`src/hdl/irkar_pkg.sv`:
```
// Shared types and constants for the key auto-repeat unit.
package irkar_pkg;

  localparam int CODE_BITS_DEF = 32;
  localparam int KEY_CODE_W    = 32;
  localparam int TICK_W        = 16;
  localparam int LEN_W         = 4;
  localparam int CFG_ADDR_W    = 2;
  localparam int IN_TDATA_W    = 40;

  localparam logic [TICK_W-1:0]     FIRST_DELAY_RST  = 16'd500;
  localparam logic [TICK_W-1:0]     REPEAT_DELAY_RST = 16'd100;
  localparam logic [TICK_W-1:0]     MAX_REPEATS_RST  = 16'd500;
  localparam logic [KEY_CODE_W-1:0] REMOVE_WORD      = 32'h00FF_FFFF;
  localparam logic [LEN_W-1:0]      LEN_LONG         = 4'd8;
  localparam logic [LEN_W-1:0]      LEN_SHORT        = 4'd6;
  localparam logic [KEY_CODE_W-1:0] SHORT_MIN_WORD   = 32'd2;

  typedef enum logic [1:0] {
    REQ_REPORT = 2'd0,
    REQ_TICK   = 2'd1,
    REQ_ERROR  = 2'd2,
    REQ_UNUSED = 2'd3
  } req_type_t;

  typedef enum logic [CFG_ADDR_W-1:0] {
    CFG_FIRST_DELAY  = 2'd0,
    CFG_REPEAT_DELAY = 2'd1,
    CFG_MAX_REPEATS  = 2'd2,
    CFG_NONE         = 2'd3
  } cfg_addr_t;

  typedef struct packed {
    logic [TICK_W-1:0] first_delay;
    logic [TICK_W-1:0] repeat_delay;
    logic [TICK_W-1:0] max_repeats;
  } cfg_t;

  typedef struct packed {
    req_type_t             req_type;
    logic [LEN_W-1:0]      report_length;
    logic [KEY_CODE_W-1:0] report_word;
  } item_t;

  typedef struct packed {
    logic                  valid;
    logic [KEY_CODE_W-1:0] key_code;
    logic                  is_repeat;
    logic                  device_removed;
  } result_t;

endpackage

```
`src/hdl/ir_key_auto_repeat_unit.sv`:
```
// Top level of the key auto-repeat unit: configuration, handshake and result register.
//
// Usage: the input stream carries one request per item. in_tuser holds the
// request kind (receiver report, millisecond tick, device error); in_tdata
// holds the report length and the first report word. A press delivers its
// code, ticks count down the first and then the repeat delay, and each
// expiry delivers the held code again. A device error, the removal word or
// reaching the repeat limit delivers one removal item and halts the unit.
// Each input item yields zero or one output item on out_tdata/out_tuser.
// out_tvalid rises in the cycle after acceptance. Throughput: one item per
// cycle, sustained; the single result register limits it only while the
// receiver stalls.
// Reset: synchronous, active low; delays return to 500 and 100 ticks, the
// repeat limit to 500, all key state clears and the halt lifts.
// Stall: while out_tready is low and a result is held, in_tready drops; it
// rises again in the cycle the held result is taken.
// Configuration: write cfg_* only while no item is in flight.
module ir_key_auto_repeat_unit import irkar_pkg::*; #(
  parameter int CODE_BITS = CODE_BITS_DEF
) (
  input  logic                  clk,
  input  logic                  rst_n,
  input  logic                  in_tvalid,
  output logic                  in_tready,
  input  logic [IN_TDATA_W-1:0] in_tdata,   // report_length[3:0], report_word[35:4], zero pad
  input  logic [1:0]            in_tuser,   // req_type[1:0]
  output logic                  out_tvalid,
  input  logic                  out_tready,
  output logic [KEY_CODE_W-1:0] out_tdata,  // key_code[31:0]
  output logic [1:0]            out_tuser,  // is_repeat[0], device_removed[1]
  input  logic                  cfg_wr_en,
  input  logic [CFG_ADDR_W-1:0] cfg_addr,
  input  logic [TICK_W-1:0]     cfg_wdata
);

  cfg_t    cfg_r, cfg_nxt;
  item_t   item;
  result_t res;
  logic    fire;

  logic                  out_valid_r, out_valid_nxt;
  logic [KEY_CODE_W-1:0] out_code_r, out_code_nxt;
  logic [1:0]            out_user_r, out_user_nxt;

  assign in_tready = !out_valid_r || out_tready;
  assign fire      = in_tvalid && in_tready;

  assign item.req_type      = req_type_t'(in_tuser);
  assign item.report_length = in_tdata[LEN_W-1:0];
  assign item.report_word   = in_tdata[LEN_W+KEY_CODE_W-1:LEN_W];

  always_comb begin
    cfg_nxt = cfg_r;
    if (cfg_wr_en) begin
      case (cfg_addr_t'(cfg_addr))
        CFG_FIRST_DELAY:  cfg_nxt.first_delay  = cfg_wdata;
        CFG_REPEAT_DELAY: cfg_nxt.repeat_delay = cfg_wdata;
        CFG_MAX_REPEATS:  cfg_nxt.max_repeats  = cfg_wdata;
        default: begin
        end
      endcase
    end
  end

  irkar_core #(
    .CODE_BITS(CODE_BITS)
  ) u_core (
    .clk  (clk),
    .rst_n(rst_n),
    .fire (fire),
    .item (item),
    .cfg  (cfg_r),
    .res  (res)
  );

  always_comb begin
    out_valid_nxt = out_valid_r;
    out_code_nxt  = out_code_r;
    out_user_nxt  = out_user_r;
    if (fire) begin
      out_valid_nxt = res.valid;
      out_code_nxt  = res.key_code;
      out_user_nxt  = {res.device_removed, res.is_repeat};
    end else if (out_tready) begin
      out_valid_nxt = 1'b0;
    end
  end

  always_ff @(posedge clk) begin
    if (!rst_n) begin
      cfg_r.first_delay  <= FIRST_DELAY_RST;
      cfg_r.repeat_delay <= REPEAT_DELAY_RST;
      cfg_r.max_repeats  <= MAX_REPEATS_RST;
      out_valid_r        <= 1'b0;
    end else begin
      cfg_r       <= cfg_nxt;
      out_valid_r <= out_valid_nxt;
    end
  end

  always_ff @(posedge clk) begin
    out_code_r <= out_code_nxt;
    out_user_r <= out_user_nxt;
  end

  assign out_tvalid = out_valid_r;
  assign out_tdata  = out_code_r;
  assign out_tuser  = out_user_r;

  a_stall_holds: assert property (@(posedge clk) disable iff (!rst_n)
    (out_valid_r && !out_tready) |-> !fire)
    else $error("item accepted over a stalled result");

  a_removal_zero: assert property (@(posedge clk) disable iff (!rst_n)
    (out_valid_r && out_user_r[1]) |-> (out_code_r == '0 && !out_user_r[0]))
    else $error("removal item carries a code");

  a_result_follows: assert property (@(posedge clk) disable iff (!rst_n)
    (fire && res.valid) |=> out_valid_r)
    else $error("result lost");

endmodule

```
`src/hdl/irkar_core.sv`:
```
// Press, release, countdown and removal state of the key auto-repeat unit.
module irkar_core import irkar_pkg::*; #(
  parameter int CODE_BITS = CODE_BITS_DEF
) (
  input  logic    clk,
  input  logic    rst_n,
  input  logic    fire,
  input  item_t   item,
  input  cfg_t    cfg,
  output result_t res
);

  logic                  key_held_r, key_held_nxt;
  logic                  halted_r, halted_nxt;
  logic [TICK_W-1:0]     delay_left_r, delay_left_nxt;
  logic [TICK_W-1:0]     repeats_done_r, repeats_done_nxt;
  logic [CODE_BITS-1:0]  held_code_r, held_code_nxt;
  logic [CODE_BITS-1:0]  last_r, last_nxt;

  logic                  press;
  logic [TICK_W-1:0]     count_inc;
  logic [CODE_BITS-1:0]  word_code;
  logic [CODE_BITS-1:0]  deliver_code;
  logic                  do_deliver;
  logic                  do_remove;

  assign press = ((item.report_length == LEN_LONG) && (item.report_word != '0)) ||
                 ((item.report_length == LEN_SHORT) && (item.report_word > SHORT_MIN_WORD));
  assign count_inc = repeats_done_r + TICK_W'(1);
  assign word_code = item.report_word[CODE_BITS-1:0];

  always_comb begin
    key_held_nxt     = key_held_r;
    halted_nxt       = halted_r;
    delay_left_nxt   = delay_left_r;
    repeats_done_nxt = repeats_done_r;
    held_code_nxt    = held_code_r;
    last_nxt         = last_r;
    deliver_code     = held_code_r;
    do_deliver       = 1'b0;
    do_remove        = 1'b0;
    if (fire && !halted_r) begin
      case (item.req_type)
        REQ_ERROR: begin
          do_remove = 1'b1;
        end
        REQ_REPORT: begin
          if (!press) begin
            key_held_nxt = 1'b0;
            last_nxt     = '0;
          end else if (item.report_word == REMOVE_WORD) begin
            do_remove = 1'b1;
          end else begin
            key_held_nxt     = 1'b1;
            repeats_done_nxt = '0;
            delay_left_nxt   = cfg.first_delay;
            held_code_nxt    = word_code;
            deliver_code     = word_code;
            do_deliver       = 1'b1;
          end
        end
        REQ_TICK: begin
          if (key_held_r) begin
            if (delay_left_r > TICK_W'(1)) begin
              delay_left_nxt = delay_left_r - TICK_W'(1);
            end else begin
              repeats_done_nxt = count_inc;
              if (count_inc >= cfg.max_repeats) begin
                do_remove = 1'b1;
              end else begin
                delay_left_nxt = cfg.repeat_delay;
                do_deliver     = 1'b1;
              end
            end
          end
        end
        default: begin
        end
      endcase
    end
    if (do_remove) begin
      halted_nxt   = 1'b1;
      key_held_nxt = 1'b0;
    end
    if (do_deliver && (deliver_code != last_r)) begin
      last_nxt = deliver_code;
    end

    res.valid          = do_deliver || do_remove;
    res.device_removed = do_remove;
    res.is_repeat      = do_deliver && (deliver_code == last_r);
    res.key_code       = do_deliver ? KEY_CODE_W'(deliver_code) : '0;
  end

  always_ff @(posedge clk) begin
    if (!rst_n) begin
      key_held_r     <= 1'b0;
      halted_r       <= 1'b0;
      delay_left_r   <= '0;
      repeats_done_r <= '0;
      held_code_r    <= '0;
      last_r         <= '0;
    end else begin
      key_held_r     <= key_held_nxt;
      halted_r       <= halted_nxt;
      delay_left_r   <= delay_left_nxt;
      repeats_done_r <= repeats_done_nxt;
      held_code_r    <= held_code_nxt;
      last_r         <= last_nxt;
    end
  end

  a_halt_sticks: assert property (@(posedge clk) disable iff (!rst_n)
    halted_r |=> halted_r)
    else $error("halt state left without reset");

  a_halt_silent: assert property (@(posedge clk) disable iff (!rst_n)
    halted_r |-> !res.valid)
    else $error("result produced while halted");

  a_removal_clean: assert property (@(posedge clk) disable iff (!rst_n)
    (res.valid && res.device_removed) |=> (halted_r && !key_held_r))
    else $error("removal did not halt the unit");

  a_held_not_halted: assert property (@(posedge clk) disable iff (!rst_n)
    key_held_r |-> !halted_r)
    else $error("key held while halted");

endmodule

```
`config.mk`:
```
export PLATFORM = sky130hd
export DESIGN_NAME = ir_key_auto_repeat_unit
export DESIGN_NICKNAME = d
export VERILOG_FILES = /design/src/hdl/irkar_pkg.sv /design/src/hdl/ir_key_auto_repeat_unit.sv /design/src/hdl/irkar_core.sv
export SDC_FILE = /design/constraint.sdc
export NUM_CORES = 1
export LEC_CHECK = 0
export ABC_CLOCK_PERIOD_IN_PS = 10900
export BUFFER_PORTS_ARGS = -buffer_cell sky130_fd_sc_hd__buf_2
export CAP_MARGIN = 30
export CELL_PAD_IN_SITES_DETAIL_PLACEMENT = 0
export CELL_PAD_IN_SITES_GLOBAL_PLACEMENT = 2
export CORE_ASPECT_RATIO = 1.4
export CORE_UTILIZATION = 31
export DETAILED_ROUTE_END_ITERATION = 12
export GPL_ROUTABILITY_DRIVEN = 0
export GPL_TIMING_DRIVEN = 0
export PLACE_DENSITY_LB_ADDON = 0.1
export SYNTH_ARGS = -nofsm -noshare
export SYNTH_HDL_FRONTEND = slang
export SYNTH_SLANG_ARGS = --single-unit
```
`constraint.sdc`:
```
create_clock -name clk -period 10.9 [get_ports clk]
set_input_delay 1.635 -clock clk [delete_from_list [all_inputs] [get_ports clk]]
set_output_delay 1.635 -clock clk [all_outputs]
set_load 0.05 [all_outputs]
```
==> run_results.csv, run 1 <==
group,metric,value,unit
placed_design,dp_hpwl,22.16,mm
die,design.core.area,27660,um2
detailed_routing,wire_per_inst,19.46,um
die,dieArea,28820,um2
synthesis,synthArstFlopShare,0,%
synthesis,synthSimpleGateAreaFrac,21.72,%
finish,fin_nets,1169,
outcome,outcome,"finished, final reports clean",
global_route,antenna_found_initial,0,
die,die_h,200.5,um
synthesis,synthAdderAreaFrac,2.725,%
clocking,clk_pin_slew_worst_paths,0.07,ns
critical_path,worstReg2RegStart,"u_core.repeats_done_r[0]",
critical_path,cp-start-kind,"input port",
clocking,cts_setup_buffers,0,
detailed_routing,routed_wl,28.56,mm
critical_path,endpoint_kind,"flop",
synthesis,synthMuxAreaShare,7.932,%
finish,drive_gt1_share,15.76,%
sta,slew_viol_final,0,
global_route,grt_max_degree,36,
pwr,internal_power,1116,uW
placed_design,dpl_worst_slack,4.788,ns
critical_path,cp_slowest_cell,"nor4_1",
critical_path,worstPathRequired,11.23,ns
synthesis,synth_enable_flop_cells,34,
detailed_routing,dr.pass1.iters,7,
synthesis,syn_inst,971,
sta,fin_tns_setup,0,ns
global_route,grt_pass1_vias,7298,
die,start_util,31.54,%
sta,rsz0062_at_grt,"no",
clocking,cts_inserted_buffers,17,
pwr,sw_frac_of_total,27.02,%
pwr,power.leakage,0.004078,uW
synthesis,synth_top_flop_cell,"dfxtp_1",
critical_path,cp-startpoint,"in_tdata[34]",
synthesis,syn_area,8723,um2
clocking,cts_buffer_depth,2,
die,ios,101,
finish,n_antenna_cell,0,
detailed_routing,dr_total_vias,7293,
sta,max_freq,181.0,MHz
synthesis,synth-compound-area-share,12.45,%
synthesis,synth_top_family_by_area,"simple AND/OR/NAND/NOR gates",
synthesis,ys_seq_elements,181,
detailed_routing,ant_nets,0,
synthesis,synth_xor_area_share,6.124,%
pwr,pwr-share-comb,10.2,%
detailed_routing,drt_iter0_drc,345,
critical_path,arrival,5.86,ns
clocking,cts.sinks,181,
clocking,root_buffer,"clkbuf_16",
critical_path,max_stage_delay,0.65,ns
sta,setup_ws,5.376,ns
clocking,clk_latency,0.44,ns
clocking,htree_levels,4,
global_route,gr-usage-all-layers,20.67,%
pwr,power.switching,413.4,uW
global_route,grt_pass1_wl,43.68,mm
finish,syn_to_final_growth,18.02,%
pwr,irDropWorstVdd,0.0001211,V
finish,n_fill_cell,2940,
die,chipWidth,143.8,um
sta,hold_viol,0,
global_route,grt-ovfl-total,0,
flow_run,drv_cap,0,
synthesis,syn_area_per_cell,8.984,um2
detailed_routing,drc,0,
min_path,min-delay-start,"cfg_r[15]",
die,rows,72,
placed_design,placed_cells_incl_taps,1436,
synthesis,syn_nets,1055,
sta,slew_headroom,40.95,%
sta,finalSetupViolations,0,
critical_path,cp_max_fo,10,
finish,layout_commonest_cell,"dfxtp_1",
sta,period_needed,5.524,ns
synthesis,yosysWarnings,0,
min_path,worstHoldPathType,"flop to flop",
pwr,power.density,148.6,nW/um2
clocking,cts_tree,"built",
synthesis,yosys.cell_types.count,61,
clocking,cts_hold_buf,0,
sta,min_period_over_period,50.68,%
finish,stdcell_count,1468,
sta,skew,0.006105,ns
finish,layout.cells.most_common_list,"147 x dfxtp_1, 117 x nor2_1, 110 x nand2_1",
pwr,p_clk_share,43.9,%
critical_path,critPathMostFrequentCell,"buf_2",
critical_path,path_class,"input port to flop",
sta,tightest_slew,0.8858,ns
critical_path,path_cells,"buf_2 -> nor4_1 -> nand4_1 -> nor3_1 -> nand2b_1 -> clkbuf_1 -> mux2i_1 -> o221ai_1 -> o31ai_2 -> buf_2 -> mux2_2",
clocking,cts-resized-gates,0,
placed_design,io_buffer_count,95,
synthesis,ys_seq_area_share,45.44,%
detailed_routing,via_per_inst,4.968,
pwr,pwr-share-seq,45.9,%
## final cells by class
type | count | area [um2] | share of cell area [%]
multi-input combinational | 707 | 4446 | 43.18
sequential | 181 | 3964 | 38.50
timing repair buffer | 95 | 475.5 | 4.618
tap | 370 | 462.9 | 4.497
clock buffer | 19 | 442.9 | 4.302
clock inverter | 13 | 188.9 | 1.835
buffer | 47 | 180.2 | 1.750
inverter | 36 | 135.1 | 1.313
## per-stage QoR
stage / util, % / hold WS [ns] / total power (uW) / cell area (um2)
5_1_grt: 37.22 / 0.4795 / 1592 / 10290
3_5_place_dp: 34.94 / 0.4505 / 875.0 / 9663
6_report: 37.22 / 0.4578 / 1530 / 10290
3_3_place_gp: 34.93 / 0.4459 / 876.6 / 9662
2_1_floorplan: - / 0.4363 / 810.4 / 8723
4_1_cts: 37.22 / 0.4601 / 1556 / 10290
## path summary, 6_finish.rpt
path | endpoint | slack, ns | depth (start not counted)
worst max register to register | u_core.delay_left_r[8] | 5.72 | 17
worst min register to register | cfg_r[15] | 0.46 | 2
worst min-delay path | cfg_r[15] | 0.46 | 2
worst max-delay path | u_core.last_r[7] | 5.38 | 11
## critical path: cells and delay by family
family                 cells  cell delay [ns]
muxes                      2             0.86
AOI/OAI and AO/OA          2             0.69
and+or+nand+nor            4             1.60
buffers and inverters      3             1.08
## Yosys cell counts (23+ instances only)
master	count	share of area (%)
nor2_1	117	5.0
inv_1	35	1.5
mux2i_1	32	3.7
nor3_1	26	1.5
mux2_2	33	4.3
o21ai_0	24	1.4
xnor2_1	48	4.8
nand4_1	23	1.6
nand2_1	110	4.7
edfxtp_1	34	12
dfxtp_1	147	34
a21oi_1	68	3.9
clkbuf_1	38	1.6
and2_1	27	1.9
## cells by family (layout without fill, tap and decap cells)
family,Yosys count,after routing
AOI/OAI and AO/OA,171,171
xor gates and xnor gates,61,61
adders and majority gates,19,19
buffers and inverters,83,210
DFF,181,181
muxes,65,65
and+or+nand+nor,391,391
## state kept, by name, indices dropped and copies added (netlist names)
signal / cells
u_core.held_code_r: 32
out_tvalid: 1
out_tdata: 32
cfg_r: 48
u_core.key_held_r: 1
u_core.delay_left_r: 16
u_core.halted_r: 1
u_core.repeats_done_r: 16
out_tuser: 2
u_core.last_r: 32
## layer usage
metal / vias up / share of wire [%] / track usage (%)
met2: 125 / 55 / 39.51
met5: - / 0 / 0
met3: 23 / 2.3 / 2.982
li1: 3661 / - / -
met4: 0 / 2.0 / 7.067
met1: 3484 / 40 / 22.64
## power groups by stage
stage                     logic (uW)  clock network [uW]  registers, uW
after global routing             169                 718            704
after global placement           159                   0            718
after detailed placement         157                   0            718
after floorplan                 74.4                   0            736
final                            155                 672            702
after CTS                        158                 696            702
No activity file was read; power rests on OpenSTA's default activity.
==> inputs of run 2 (changes only) <==
--- a/config.mk
+++ b/config.mk
@@ -5,7 +5,8 @@
 export SDC_FILE = /design/constraint.sdc
 export NUM_CORES = 1
 export LEC_CHECK = 0
-export ABC_CLOCK_PERIOD_IN_PS = 10900
+export ABC_AREA = 1
+export ABC_CLOCK_PERIOD_IN_PS = 5160
 export BUFFER_PORTS_ARGS = -buffer_cell sky130_fd_sc_hd__buf_2
 export CAP_MARGIN = 30
 export CELL_PAD_IN_SITES_DETAIL_PLACEMENT = 0
==> constraint.sdc (replaced) <==
create_clock -name clk -period 5.16 [get_ports clk]
set_input_delay 0.774 -clock clk [delete_from_list [all_inputs] [get_ports clk]]
set_output_delay 0.774 -clock clk [all_outputs]
set_load 0.05 [all_outputs]
==> run_results.csv, run 2 <==
group,metric,value,unit
pwr,irDropWorstVdd,0.0001728,V
detailed_routing,ant_nets,0,
clocking,cts_buffer_depth,2,
detailed_routing,dr.pass1.iters,7,
detailed_routing,dr_total_vias,8744,
clocking,clk_latency,0.45,ns
sta,hold_viol,0,
synthesis,synth.most_common_cell,"nand2_1",
synthesis,synthArstFlopShare,0,%
die,dieArea,30680,um2
pwr,power.density,306.7,nW/um2
clocking,htree_levels,4,
critical_path,cp-start-kind,"flop",
synthesis,syn_nets,1436,
synthesis,ys_seq_elements,181,
sta,slew_headroom,36.50,%
global_route,gr-usage-all-layers,20.61,%
critical_path,endpoint_kind,"flop",
synthesis,yosysWarnings,0,
detailed_routing,drc,0,
synthesis,yosys-top-cells-area,"dfxtp_1 32%, nand2_1 12%, edfxtp_1 11%",
critical_path,path_class,"flop to flop",
placed_design,io_buffer_count,96,
sta,skew,0.01048,ns
synthesis,ys_top_cells_by_count,"292 x nand2_1, 268 x nor2_1, 195 x inv_1",
outcome,outcome,"finished, final reports clean",
sta,rsz0062_at_grt,"no",
synthesis,synth_top_cell_area_share,31.67,%
sta,finalSetupViolations,0,
detailed_routing,drt_iter0_drc,398,
sta,fin_tns_setup,0,ns
flow_run,drv_cap,0,
die,ios,101,
detailed_routing,via_per_inst,4.696,
die,die_h,206.9,um
global_route,grt_pass1_vias,8507,
die,chipWidth,148.3,um
sta,max_freq,221.5,MHz
critical_path,arrival,4.80,ns
synthesis,yosys.cell_types.count,39,
synthesis,syn_inst,1352,
synthesis,yosys.area.top_type,"dfxtp_1",
finish,n_fill_cell,3217,
finish,fin_nets,1552,
pwr,power.leakage,0.005196,uW
critical_path,worstPathRequired,5.45,ns
finish,multiInputGateArea,4284,um2
global_route,antenna_found_initial,1,
global_route,grt_pass1_wl,47.22,mm
die,design.core.area,29350,um2
sta,min_period_over_period,87.50,%
clocking,cts_tree,"built",
sta,slew_viol_final,0,
min_path,worstHoldPathType,"flop to flop",
synthesis,syn_area_per_cell,6.873,um2
pwr,total_power,3329,uW
synthesis,syn_area,9293,um2
finish,regMostFlops,"cfg_r",
synthesis,ys_seq_area_share,42.66,%
sta,tightest_slew,0.9491,ns
synthesis,synth_enable_flop_cells,34,
finish,stdcell_count,1862,
clocking,cts.sinks,181,
finish,layout.cells.most_common_list,"292 x nand2_1, 267 x nor2_1, 195 x inv_1",
clocking,root_buffer,"clkbuf_16",
synthesis,synth_top_flop_cell,"dfxtp_1",
finish,layout_commonest_cell,"nand2_1",
global_route,grt_max_degree,20,
clocking,cts_hold_buf,0,
finish,seq_area,3964,um2
clocking,clk_pin_slew_worst_paths,0.07,ns
detailed_routing,wire_per_inst,16.25,um
finish,largest_reg_flops,48,
sta,period_needed,4.515,ns
global_route,grt-ovfl-total,0,
die,rows,74,
placed_design,dp_hpwl,23.06,mm
finish,drive_gt1_share,10.87,%
clocking,cts_inserted_buffers,17,
critical_path,cp_max_fo,10,
detailed_routing,routed_wl,30.25,mm
placed_design,placed_cells_incl_taps,1829,
finish,syn_to_final_growth,16.79,%
die,start_util,31.66,%
[run 2: timing repair]
action                     4_1_cts  5_1_grt
setup endpoints to repair        0       11
gates resized for setup          0        1
setup buffers                    0        0
[run 2: final timing paths]
| kind | start | to | slack [ns] | cells past startpoint |
|---|---|---|---|---|
| setup reg to reg | u_core.repeats_done_r[0] | out_tdata[12] | 0.64 | 21 |
| setup / recovery | u_core.repeats_done_r[0] | out_tdata[12] | 0.64 | 21 |
| hold reg to reg | cfg_r[43] | cfg_r[43] | 0.45 | 2 |
| hold / removal | cfg_r[43] | cfg_r[43] | 0.45 | 2 |
[run 2: where the power goes]
part	switching (uW)	internal, uW	leakage, uW
Sequential	29.4	1500	0.00155
Combinational	351	150	0.00338
Clock	617	684	0.000273
[run 2: metal layers]
metal  wire length (um)  vias to the layer above  GRT usage (%)
li1                   -                     4544              -
met1              12530                     4001          22.83
met2              16230                      175          40.14
met3               1119                       24          3.099
met4                374                        0          5.817
met5                  0                        -              0
[run 2: worst max-delay path, cell delays in order, from the launching register on]
cell	delay [ns]
dfxtp_1	0.40
inv_1	0.08
nor3_1	0.32
nand2_1	0.12
nor2_1	0.11
nand2_1	0.08
nor2_1	0.15
inv_1	0.06
nor3_1	0.25
nand3_1	0.18
nor2_1	0.18
nand3_1	0.11
xnor2_1	0.23
ha_1	0.30
nand2_1	0.08
a21oi_1	0.04
a211oi_1	0.38
nand3_1	0.20
nand2_1	0.14
clkinv_1	0.30
clkbuf_1	0.43
nor2_1	0.20
[run 2: cell type report]
type / instances / area share (%)
Antenna cell: 1 / 0.02306
Buffer: 60 / 2.813
Clock buffer: 19 / 4.081
Clock inverter: 13 / 1.107
Inverter: 200 / 6.917
Multi-Input combinational cell: 911 / 39.47
Sequential cell: 181 / 36.52
Tap cell: 380 / 4.381
Timing Repair Buffer: 97 / 4.681
[run 2: logic make-up after synthesis]
kind of cell,share of synthesized area [%]
simple gates,30.87
buf+inv,11.36
compound gates,11.14
flops,42.66
fa+ha+maj,2.558
xor+xnor,1.414
[run 2: metrics by stage]
| step | setup slack (ns) | utilization (%) | hold WS [ns] | instance area [um2] |
|---|---|---|---|---|
| final | 0.6447 | 36.98 | 0.4517 | 10850 |
| after global routing | 0.02889 | 36.97 | 0.4762 | 10850 |
| after CTS | 0.3481 | 36.96 | 0.4551 | 10850 |
| after detailed placement | 0.3915 | 35.04 | 0.4432 | 10280 |
| after global placement | 0.3880 | 34.92 | 0.4396 | 10250 |
| after floorplan | 1.788 | - | 0.4240 | 9293 |
